## config.mk

```make
export PLATFORM = sky130hd
export DESIGN_NAME = ffha_ctrl
export DESIGN_NICKNAME = d
export VERILOG_FILES = /design/src/design/ffha_pkg.sv /design/src/design/ffha_ctrl.sv
export SDC_FILE = /design/constraint.sdc
export NUM_CORES = 1
export LEC_CHECK = 0
export ABC_AREA = 1
export BUFFER_PORTS_ARGS = -buffer_cell sky130_fd_sc_hd__buf_2
export CAP_MARGIN = 20
export CORE_AREA = 10 10 47 49
export DETAILED_ROUTE_END_ITERATION = 12
export DIE_AREA = 0 0 57 59
export GPL_TIMING_DRIVEN = 0
export PLACE_DENSITY = 0.77
export SKIP_LAST_GASP = 1
export SYNTH_ARGS = -nofsm -noshare
export SYNTH_HDL_FRONTEND = slang
export SYNTH_SLANG_ARGS = --single-unit
```

## constraint.sdc

```tcl
create_clock -name clk -period 3.3 [get_ports clk]
set_input_delay 0.165 -clock clk [delete_from_list [all_inputs] [get_ports clk]]
set_output_delay 0.165 -clock clk [all_outputs]
set_load 0.1 [all_outputs]
```

## src/design/ffha_pkg.sv

```systemverilog
// Shared constants, codes and control/status types for the first-fit heap allocator.
// Used by ffha_ctrl, ffha_datapath and first_fit_heap_allocator_core; no dependencies.
package ffha_pkg;

  // Arena geometry
  localparam int HEAP_WORDS = 1024;
  localparam int WORD_BYTES = 8;
  localparam int WB_SHIFT   = $clog2(WORD_BYTES);
  localparam int ADDR_W     = $clog2(HEAP_WORDS);
  localparam int CNT_W      = ADDR_W + 1;

  // Field widths
  localparam int HDR_W    = 12;
  localparam int MAG_W    = HDR_W + 1;
  localparam int CFG_W    = 11;
  localparam int BYTES_W  = 13;
  localparam int NEED_W   = BYTES_W + 1;
  localparam int STATUS_W = 2;

  // Arena size limits
  localparam logic [CFG_W-1:0] ARENA_MIN = CFG_W'(3);
  localparam logic [CFG_W-1:0] ARENA_MAX = CFG_W'(HEAP_WORDS);

  // Result status codes
  localparam logic [STATUS_W-1:0] ST_OK       = 2'd0;
  localparam logic [STATUS_W-1:0] ST_NO_SPACE = 2'd1;
  localparam logic [STATUS_W-1:0] ST_INVALID  = 2'd2;

  // Opcodes
  localparam logic OP_ALLOC = 1'b0;
  localparam logic OP_FREE  = 1'b1;

  // Header store write source
  typedef enum logic [2:0] {
    WR_NONE,
    WR_CLEAR,
    WR_SPLIT,
    WR_HEAD_NEED,
    WR_HEAD_RUN,
    WR_FREE
  } wr_sel_t;

  // Controller to datapath
  typedef struct packed {
    logic                latch;
    logic                walk_init;
    logic                rd_walk;
    logic                rd_free;
    logic                walk_step;
    wr_sel_t             wr_sel;
    logic                res_set;
    logic [STATUS_W-1:0] res_code;
    logic                res_alloc;
    logic                out_load;
    logic                clr_start;
  } dp_cmd_t;

  // Datapath to controller
  typedef struct packed {
    logic is_free;
    logic bytes_zero;
    logic payload_null;
    logic free_oob;
    logic fits;
    logic wp_oob;
    logic len_neg;
    logic found_next;
    logic step_bad;
    logic split;
    logic clear_last;
    logic out_free;
  } dp_stat_t;

endpackage

```

## src/design/ffha_ctrl.sv

```systemverilog
// Sequencer for the allocator: clearing pass, request decode, header walk, commit.
// Depends on ffha_pkg for command/status types and codes.
module ffha_ctrl (
  input  logic              clk,
  input  logic              rst,
  input  logic              in_valid,
  input  logic              cfg_wen,
  input  ffha_pkg::dp_stat_t stat,
  output logic              in_ready,
  output ffha_pkg::dp_cmd_t  cmd
);

  localparam logic [3:0] S_CLEAR   = 4'd0;
  localparam logic [3:0] S_IDLE    = 4'd1;
  localparam logic [3:0] S_DECODE  = 4'd2;
  localparam logic [3:0] S_FREAD   = 4'd3;
  localparam logic [3:0] S_CHECK   = 4'd4;
  localparam logic [3:0] S_EVAL    = 4'd5;
  localparam logic [3:0] S_COMMIT  = 4'd6;
  localparam logic [3:0] S_COMMIT2 = 4'd7;
  localparam logic [3:0] S_DONE    = 4'd8;

  logic [3:0] state;
  logic [3:0] state_next;

  assign in_ready = (state == S_IDLE);

  // Next state and commands
  always_comb begin
    cmd        = '0;
    cmd.wr_sel = ffha_pkg::WR_NONE;
    state_next = state;
    case (state)
      S_CLEAR: begin
        cmd.wr_sel = ffha_pkg::WR_CLEAR;
        if (stat.clear_last) state_next = S_IDLE;
      end
      S_IDLE: begin
        if (in_valid) begin
          cmd.latch  = 1'b1;
          state_next = S_DECODE;
        end
      end
      S_DECODE: begin
        if (!stat.is_free) begin
          if (stat.bytes_zero) begin
            cmd.res_set  = 1'b1;
            cmd.res_code = ffha_pkg::ST_INVALID;
            state_next   = S_DONE;
          end else begin
            cmd.walk_init = 1'b1;
            state_next    = S_CHECK;
          end
        end else if (stat.payload_null) begin
          cmd.res_set  = 1'b1;
          cmd.res_code = ffha_pkg::ST_OK;
          state_next   = S_DONE;
        end else if (stat.free_oob) begin
          cmd.res_set  = 1'b1;
          cmd.res_code = ffha_pkg::ST_INVALID;
          state_next   = S_DONE;
        end else begin
          cmd.rd_free = 1'b1;
          state_next  = S_FREAD;
        end
      end
      S_FREAD: begin
        cmd.res_set = 1'b1;
        if (!stat.len_neg) begin
          cmd.res_code = ffha_pkg::ST_INVALID;
        end else begin
          cmd.wr_sel   = ffha_pkg::WR_FREE;
          cmd.res_code = ffha_pkg::ST_OK;
        end
        state_next = S_DONE;
      end
      S_CHECK: begin
        if (!stat.fits || stat.wp_oob) begin
          cmd.res_set  = 1'b1;
          cmd.res_code = ffha_pkg::ST_NO_SPACE;
          state_next   = S_DONE;
        end else begin
          cmd.rd_walk = 1'b1;
          state_next  = S_EVAL;
        end
      end
      S_EVAL: begin
        cmd.walk_step = 1'b1;
        if (stat.found_next) begin
          state_next = S_COMMIT;
        end else if (stat.step_bad) begin
          cmd.res_set  = 1'b1;
          cmd.res_code = ffha_pkg::ST_NO_SPACE;
          state_next   = S_DONE;
        end else begin
          state_next = S_CHECK;
        end
      end
      S_COMMIT: begin
        if (stat.split) begin
          cmd.wr_sel = ffha_pkg::WR_SPLIT;
          state_next = S_COMMIT2;
        end else begin
          cmd.wr_sel    = ffha_pkg::WR_HEAD_RUN;
          cmd.res_set   = 1'b1;
          cmd.res_code  = ffha_pkg::ST_OK;
          cmd.res_alloc = 1'b1;
          state_next    = S_DONE;
        end
      end
      S_COMMIT2: begin
        cmd.wr_sel    = ffha_pkg::WR_HEAD_NEED;
        cmd.res_set   = 1'b1;
        cmd.res_code  = ffha_pkg::ST_OK;
        cmd.res_alloc = 1'b1;
        state_next    = S_DONE;
      end
      S_DONE: begin
        if (stat.out_free) begin
          cmd.out_load = 1'b1;
          state_next   = S_IDLE;
        end
      end
      default: begin
        state_next = S_CLEAR;
      end
    endcase

    // Arena size write restarts the clearing pass
    if (cfg_wen) begin
      cmd           = '0;
      cmd.wr_sel    = ffha_pkg::WR_NONE;
      cmd.clr_start = 1'b1;
      state_next    = S_CLEAR;
    end
  end

  always_ff @(posedge clk) begin
    if (rst) begin
      state <= S_CLEAR;
    end else begin
      state <= state_next;
    end
  end

endmodule

```

# Word-level counts from Yosys, hierarchy flattened
# Index checks and enable logic that the tools add are counted.
# totals
regBits,4
input_bits,16
out_inout_bits,15
wordCells,59
# op_classes
n_eq_ne,11
mux,41
n_reduce_logical,6
# op_table
cell,count
two-way mux 4 bit,12
one-hot mux 4 bit (8 select lines),1
two-way mux 3 bit,9
one-hot mux 3 bit (6 select lines),1
== test 4 x 3 -> 1 bit (second input constant),4
two-way mux 1 bit,14
two-way mux 14 bit,1
one-hot mux 3 bit (4 select lines),1
== test 4 x 2 -> 1 bit (second input constant),2
!= test 2 bit (second input constant),3
== test 4 x 1 -> 1 bit (second input constant),1
== test 4 bit (second input constant),1
logical NOT 4 bit,1
OR reduction 2 bit,2
AND reduction 3 bit,1
two-way mux 2 bit,1
one-hot mux 1 bit (2 select lines),1
logical NOT 1 bit,1
logical OR 1 bit,1

# Depth between registers and ports, before layout
# Gate-level depths: netlist (run 1).
# depth
ltp_word,5
mapped_depth,7
mapped_depth_nobuf,7

# Least setup slack after synthesis (run 1)
# No wires, ideal clock.
# synth_path
path_kind,register to output
from,reg state[1]
to,out cmd[7] (netlist bit)
t_arrival_ns,5.210
required_time_ns,3.135
path_slack_ns,-2.075
path_stages_with_launch,4
n_path_buf,1
cell_sequence,dfxtp_1 -> buf_6 -> inv_1 -> a2111oi_0
# synth_lines
element,line,source
"start, declared",ffha_ctrl.sv:23,logic [3:0] state;
"start signal, assigned",ffha_ctrl.sv:142,state <= state_next;
"end, declared",ffha_ctrl.sv:10,output ffha_pkg::dp_cmd_t cmd

==> flow_summary.toml, run 1 <==
[synthesis]
synth.top_cell.area_share_pct = 14.2
synth_area_per_cell_um2 = 6.13
syn_nets = 108
ys_async_sr_fraction_pct = 0
synth.most_common_cell = "inv_1"
synth-edff-count = 0
synth_top_cell_by_area = "dfxtp_1"
netlist_top_cells_count = "inv_1 (13), nand2_1 (11), nand3_1 (10), nor2_1 (10), a21oi_1 (6)"
ys_ff_latch = 4
yosys-top-cells-area = "dfxtp_1 (14%), nand3_1 (8.9%), nand3_2 (8.9%)"
syn_inst = 92
ys_warn_count = 0
synth_cell_types = 29
ys.flop_type = "dfxtp_1"
ys_seq_area_share_pct = 14.2
netlist_area_um2 = 564

[setup_path]
r2r_slack_ns = 2.07
crit_path_end_kind = "primary output"
reg2reg_to = "state[1]"
crit_type = "reg2out"
path_common_cell = "nor2_2"
reg2reg_from = "state[1]"
critPathMaxFanout = 8
cpPeakStageDelay_ns = 0.44
required_ns = 3.13
arrival_ns = 1.73
cp_top_family = "buffers and inverters"
path_cells = "buf_6, nor2_2, o211ai_1, nand2_1, nor2_2, nor2_1, buf_2"
timing.critical_path.buf_inv = 2
slowest_stage = "buf_2"
start_kind = "register"
r2r_cells = 7

[floorplanning]
initial_utilization_pct = 40.3
die_h_um = 59
coreArea_um2 = 1400
num_io_pins = 31
chipWidth_um = 57
rows = 14
die-area_um2 = 3360

[detailed_routing]
routed_via_density = 5.12
num_vias = 722
drt_iter0_drc = 19
routed_wl_um = 1730
postRouteAntennaNets = 0
wl_per_cell_um = 12.3
drtPass1Iterations = 4
drc = 0

[pwr]
p_total_uw = 174
p_per_area_nw_per_um2 = 230
p_leak_uw = 0.000394
peakVddDrop_uv = 159

[min_path]
hp-class = "in2reg"
hold_depth = 4
min_from = "stat[0]"
min_to = "state[3]"

[flow_run]
cap_viol_max_count = 0

[layout]
top_regs = "state: 4 flops"
finalNonFillerCells = 141
drive_above_1_share_pct = 44.8
fin_nets = 143
multiInputGateArea_um2 = 399
n_antenna_cell = 0
largest_reg_flops = 4
n_fill_cell = 156
seq_area_um2 = 80.1
regMostFlops = "state"
area_delta_synth_final_pct = 34.4

[sta]
relSlewSlack_pct = 67.4
drv_slew = 0
setup_viol = 0
finalHoldViolCount = 0
max_freq_mhz = 529
postLayoutSetupSlackWorst_ns = 1.41
fin_crit_ns = 1.89
setup_tns_ns = 0
rsz0062_at_grt = "no"
skew_ns = 0.000708
hold_ws_ns = 0.227
worst_pin_slew_ns = 0.493
fin_crit_sh_pct = 57.3

[global_routing]
grt_pass1_vias = 733
grt_start_max_net_pins = 11
grt_pass1_wl_um = 2750
grt_overflow = 0
grt.total_usage_pct = 9.48
antenna_found_initial = 0

[cts]
ctsHtreeMaxLevel = 1
postCtsSetupBuffers = 0
cts_tree = "yes"
insertion_delay_ns = 0.23
cts_buffers = 3
clk_pin_slew_ns = 0.04
clockRootBuffer = "clkbuf_4"
cts_buffer_depth = 2
ctsHoldBuffers = 0
post_cts_resized = 0
cts.sinks = 4

[placement]
dp_hpwl_um = 1460
io_buffers = 30
gp_congestion = 0.835
dp_cells = 138
pre_cts_slack_ns = 1.66

[run_status]
status = "finished, final reports clean"
-- power by group --
group	internal, uW	switching, uW	leakage, uW
combinational	18.1	45.8	0.000348
clock	40.6	18.6	0.0000138
sequential	49.7	1.69	0.0000324
total	108	66.1	0.000394
-- worst max path at each step --
stage	startpoint	to	slack, ns	cells past startpoint
floorplan	state[1]	cmd[2]	-0.72	3
global placement	state[1]	cmd[5]	1.65	7
detailed placement	state[1]	cmd[5]	1.66	7
CTS	state[1]	cmd[5]	1.40	7
global route	state[1]	cmd[5]	1.27	8
finish	state[1]	cmd[5]	1.41	7
-- metrics by stage --
stage                     util, %  area [um2]
after global routing         54.1         758
final                        54.1         758
after CTS                    54.1         758
after detailed placement     52.5         736
after floorplan                 -         566
after global placement       52.5         736
-- final cells by class --
cell class | count | share of cell area (%)
plain buffers | 3 | 2.97
clock buffers | 3 | 2.97
inverters | 17 | 8.42
multi-input cells | 68 | 52.6
flip-flops and latches | 4 | 10.6
well taps | 16 | 2.64
repair buffers | 30 | 19.8
-- worst min-delay path: stages --
cell and delay, ns:
buf_2 0.09, nor2_2 0.05, inv_1 0.05, a21oi_1 0.06
-- layer usage --
metal	part of all wire, %	vias up	global-route usage, %
met5	0	-	0
met2	49	31	17.8
met4	0	0	3.02
met3	7.6	0	2.36
li1	-	371	-
met1	43	320	10.0
-- cell families (layout without fill, tap and decap cells) --
| logic type | after synthesis | after routing | synth area share [%] |
|---|---|---|---|
| buffers and inverters | 20 | 53 | 15.3 |
| and+or+nand+nor | 54 | 54 | 54.5 |
| AOI/OAI and AO/OA | 14 | 14 | 16.0 |
| DFF | 4 | 4 | 14.2 |
-- cells in the final DEF (no fill, tap or decap) --
cell type	n
buf_2	30
inv_1	13
nand2_1	11
nand3_1	10
nor2_1	10
a21oi_1	6
nor2_2	5
nand3_2	5
dfxtp_1	4
inv_2	3
nor2_4	3
clkbuf_4	3
nand2_2	2
nor3_1	2
a2111oi_1	2
nand3b_1	2
buf_6	1
clkinv_1	1
clkbuf_1	1
nor4_1	1
o211ai_1	1
o21ai_0	1
nand4_1	1
nor3b_1	1
or2_2	1
a31oi_1	1
o21ai_1	1
o21ai_2	1
a21oi_2	1
buf_4	1
Note: power is estimated with default switching activity, not from simulation.
==> run 2, diff against run 1 <==
--- a/config.mk
+++ b/config.mk
@@ -8,11 +8,11 @@
 export ABC_AREA = 1
 export BUFFER_PORTS_ARGS = -buffer_cell sky130_fd_sc_hd__buf_2
 export CAP_MARGIN = 20
-export CORE_AREA = 10 10 47 49
+export CORE_MARGIN = 10
+export CORE_UTILIZATION = 43
 export DETAILED_ROUTE_END_ITERATION = 12
-export DIE_AREA = 0 0 57 59
 export GPL_TIMING_DRIVEN = 0
-export PLACE_DENSITY = 0.77
+export PLACE_DENSITY = 0.78
 export SKIP_LAST_GASP = 1
 export SYNTH_ARGS = -nofsm -noshare
 export SYNTH_HDL_FRONTEND = slang
==> constraint.sdc (replaced) <==
create_clock -name clk -period 1.8 [get_ports clk]
set_input_delay 0.09 -clock clk [delete_from_list [all_inputs] [get_ports clk]]
set_output_delay 0.09 -clock clk [all_outputs]
set_load 0.1 [all_outputs]
==> run 2 against run 1 <==
Sequential share of layout area shrank 1.5 points. Power grew 93%. Global-route usage grew 1.1 points. Final area grew 17%. Clock power grew 90%. Core utilization grew 21 points. Critical endpoint is now cmd[7]. Largest cell class unchanged.
==> flow_summary.toml, run 2 (synthesis results as in run 1) <==
[setup_path]
arrival_ns = 1.64
required_ns = 1.71
crit_type = "reg2out"
crit_path_end_kind = "primary output"
start_kind = "register"
critPathMaxFanout = 6

[cts]
ctsHtreeMaxLevel = 1
ctsHoldBuffers = 0
cts_buffer_depth = 2
clk_pin_slew_ns = 0.04
cts_tree = "yes"
clockRootBuffer = "clkbuf_4"
cts.sinks = 4
insertion_delay_ns = 0.23
cts_buffers = 3

[pwr]
p_per_area_nw_per_um2 = 382
p_total_uw = 337
peakVddDrop_uv = 285
p_leak_uw = 0.000401

[global_routing]
grt_pass1_wl_um = 2840
grt.total_usage_pct = 10.6
grt_start_max_net_pins = 11
grt_overflow = 0
grt_pass1_vias = 689
antenna_found_initial = 0

[sta]
setup_tns_ns = 0
fin_crit_sh_pct = 96.3
drv_slew = 0
worst_pin_slew_ns = 0.886
max_freq_mhz = 577
hold_ws_ns = 0.142
fin_crit_ns = 1.73
setup_viol = 0
relSlewSlack_pct = 40.9
finalHoldViolCount = 0
rsz0062_at_grt = "no"
skew_ns = 0.000583

[layout]
final_common_cell = "buf_2"
final_core_util_pct = 75.4
top_regs = "state: 4 flops"
n_antenna_cell = 0
area_delta_synth_final_pct = 56.5
largest_reg_flops = 4
layout_common_cells = "buf_2 (19), inv_1 (13), nand2_1 (11)"
n_fill_cell = 98
drive_above_1_share_pct = 55.2
fin_nets = 143
regMostFlops = "state"

[floorplanning]
die_h_um = 56.2
num_io_pins = 31
rows = 12
coreArea_um2 = 1170
initial_utilization_pct = 48.2
chipWidth_um = 56.2
die-area_um2 = 3160

[detailed_routing]
drt_iter0_drc = 9
m1WireLength_um = 771
routed_wl_um = 1780
num_vias = 728
dr_wl_met3_um = 99
top_layer = "met4"
drtPass1Iterations = 4
wl_per_cell_um = 12.8
wl_met2_um = 894
postRouteAntennaNets = 0
drc = 0
routed_via_density = 5.24

[placement]
io_buffers = 30
dp_hpwl_um = 1530
gp_congestion = 0.794

[run_status]
status = "finished, final reports clean"

[flow_run]
cap_viol_max_count = 0

[min_path]
hp-class = "in2reg"
-- run 2: cell types whose count changed in the layout (fill, tap and decap cells not counted), moves of 4 or more --
cell      delta
a21oi_1      -4
buf_2       -11
clkbuf_4     +7
nor2_1       -4
nor2_2       +4
-- run 2: critical path: stages, from the launching register on --
cell       delay (ns)
dfxtp_1          0.45
inv_2            0.16
a2111oi_4        0.31
buf_2            0.48
-- run 2: power breakdown --
group	internal, uW	total, uW	switching [uW]
combinational	37.5	132	94.1
sequential	91.0	94.2	3.13
clock	74.6	112	37.1
-- run 2: final timing paths --
path,from,endpoint,slack (ns),cells past startpoint
hold / removal,stat[0],state[3],0.14,4
setup / recovery,state[0],cmd[7],0.07,3
setup reg to reg,state[1],state[3],0.50,7
hold reg to reg,state[2],state[0],0.65,3
-- run 2: what timing repair did --
| action | CTS | global route |
|---|---|---|
| cloned | 0 | 0 |
| gates resized for setup | 4 | 8 |
| endpoints found under the hold margin | 0 | 0 |
| setup buffers | 0 | 0 |
| endpoints found under the setup margin | 4 | 8 |
-- run 2: stage by stage --
step | worst slack [ns] | instance area, um2 | cells
finish | 0.0672 | 883 | 139
CTS | 0.00196 | 862 | 139
global route | 0.00245 | 883 | 139
floorplan | -0.537 | 662 | 92
detailed placement | 0.184 | 830 | 136
global placement | 0.199 | 830 | 136
-- run 2: layer usage --
metal,vias up,GRT usage (%)
li1,370,-
met1,329,11.7
met2,27,17.8
met3,2,2.51
met4,0,6.14
met5,-,0
-- run 2: area by class of cell --
cell class | count | area, um2 | share of cell area [%]
timing repair buffer | 30 | 181 | 20.5
multi-input combinational | 68 | 495 | 56.1
inverter | 17 | 63.8 | 7.22
tap | 14 | 17.5 | 1.98
clock buffer | 3 | 22.5 | 2.55
buffer | 3 | 22.5 | 2.55
sequential | 4 | 80.1 | 9.07
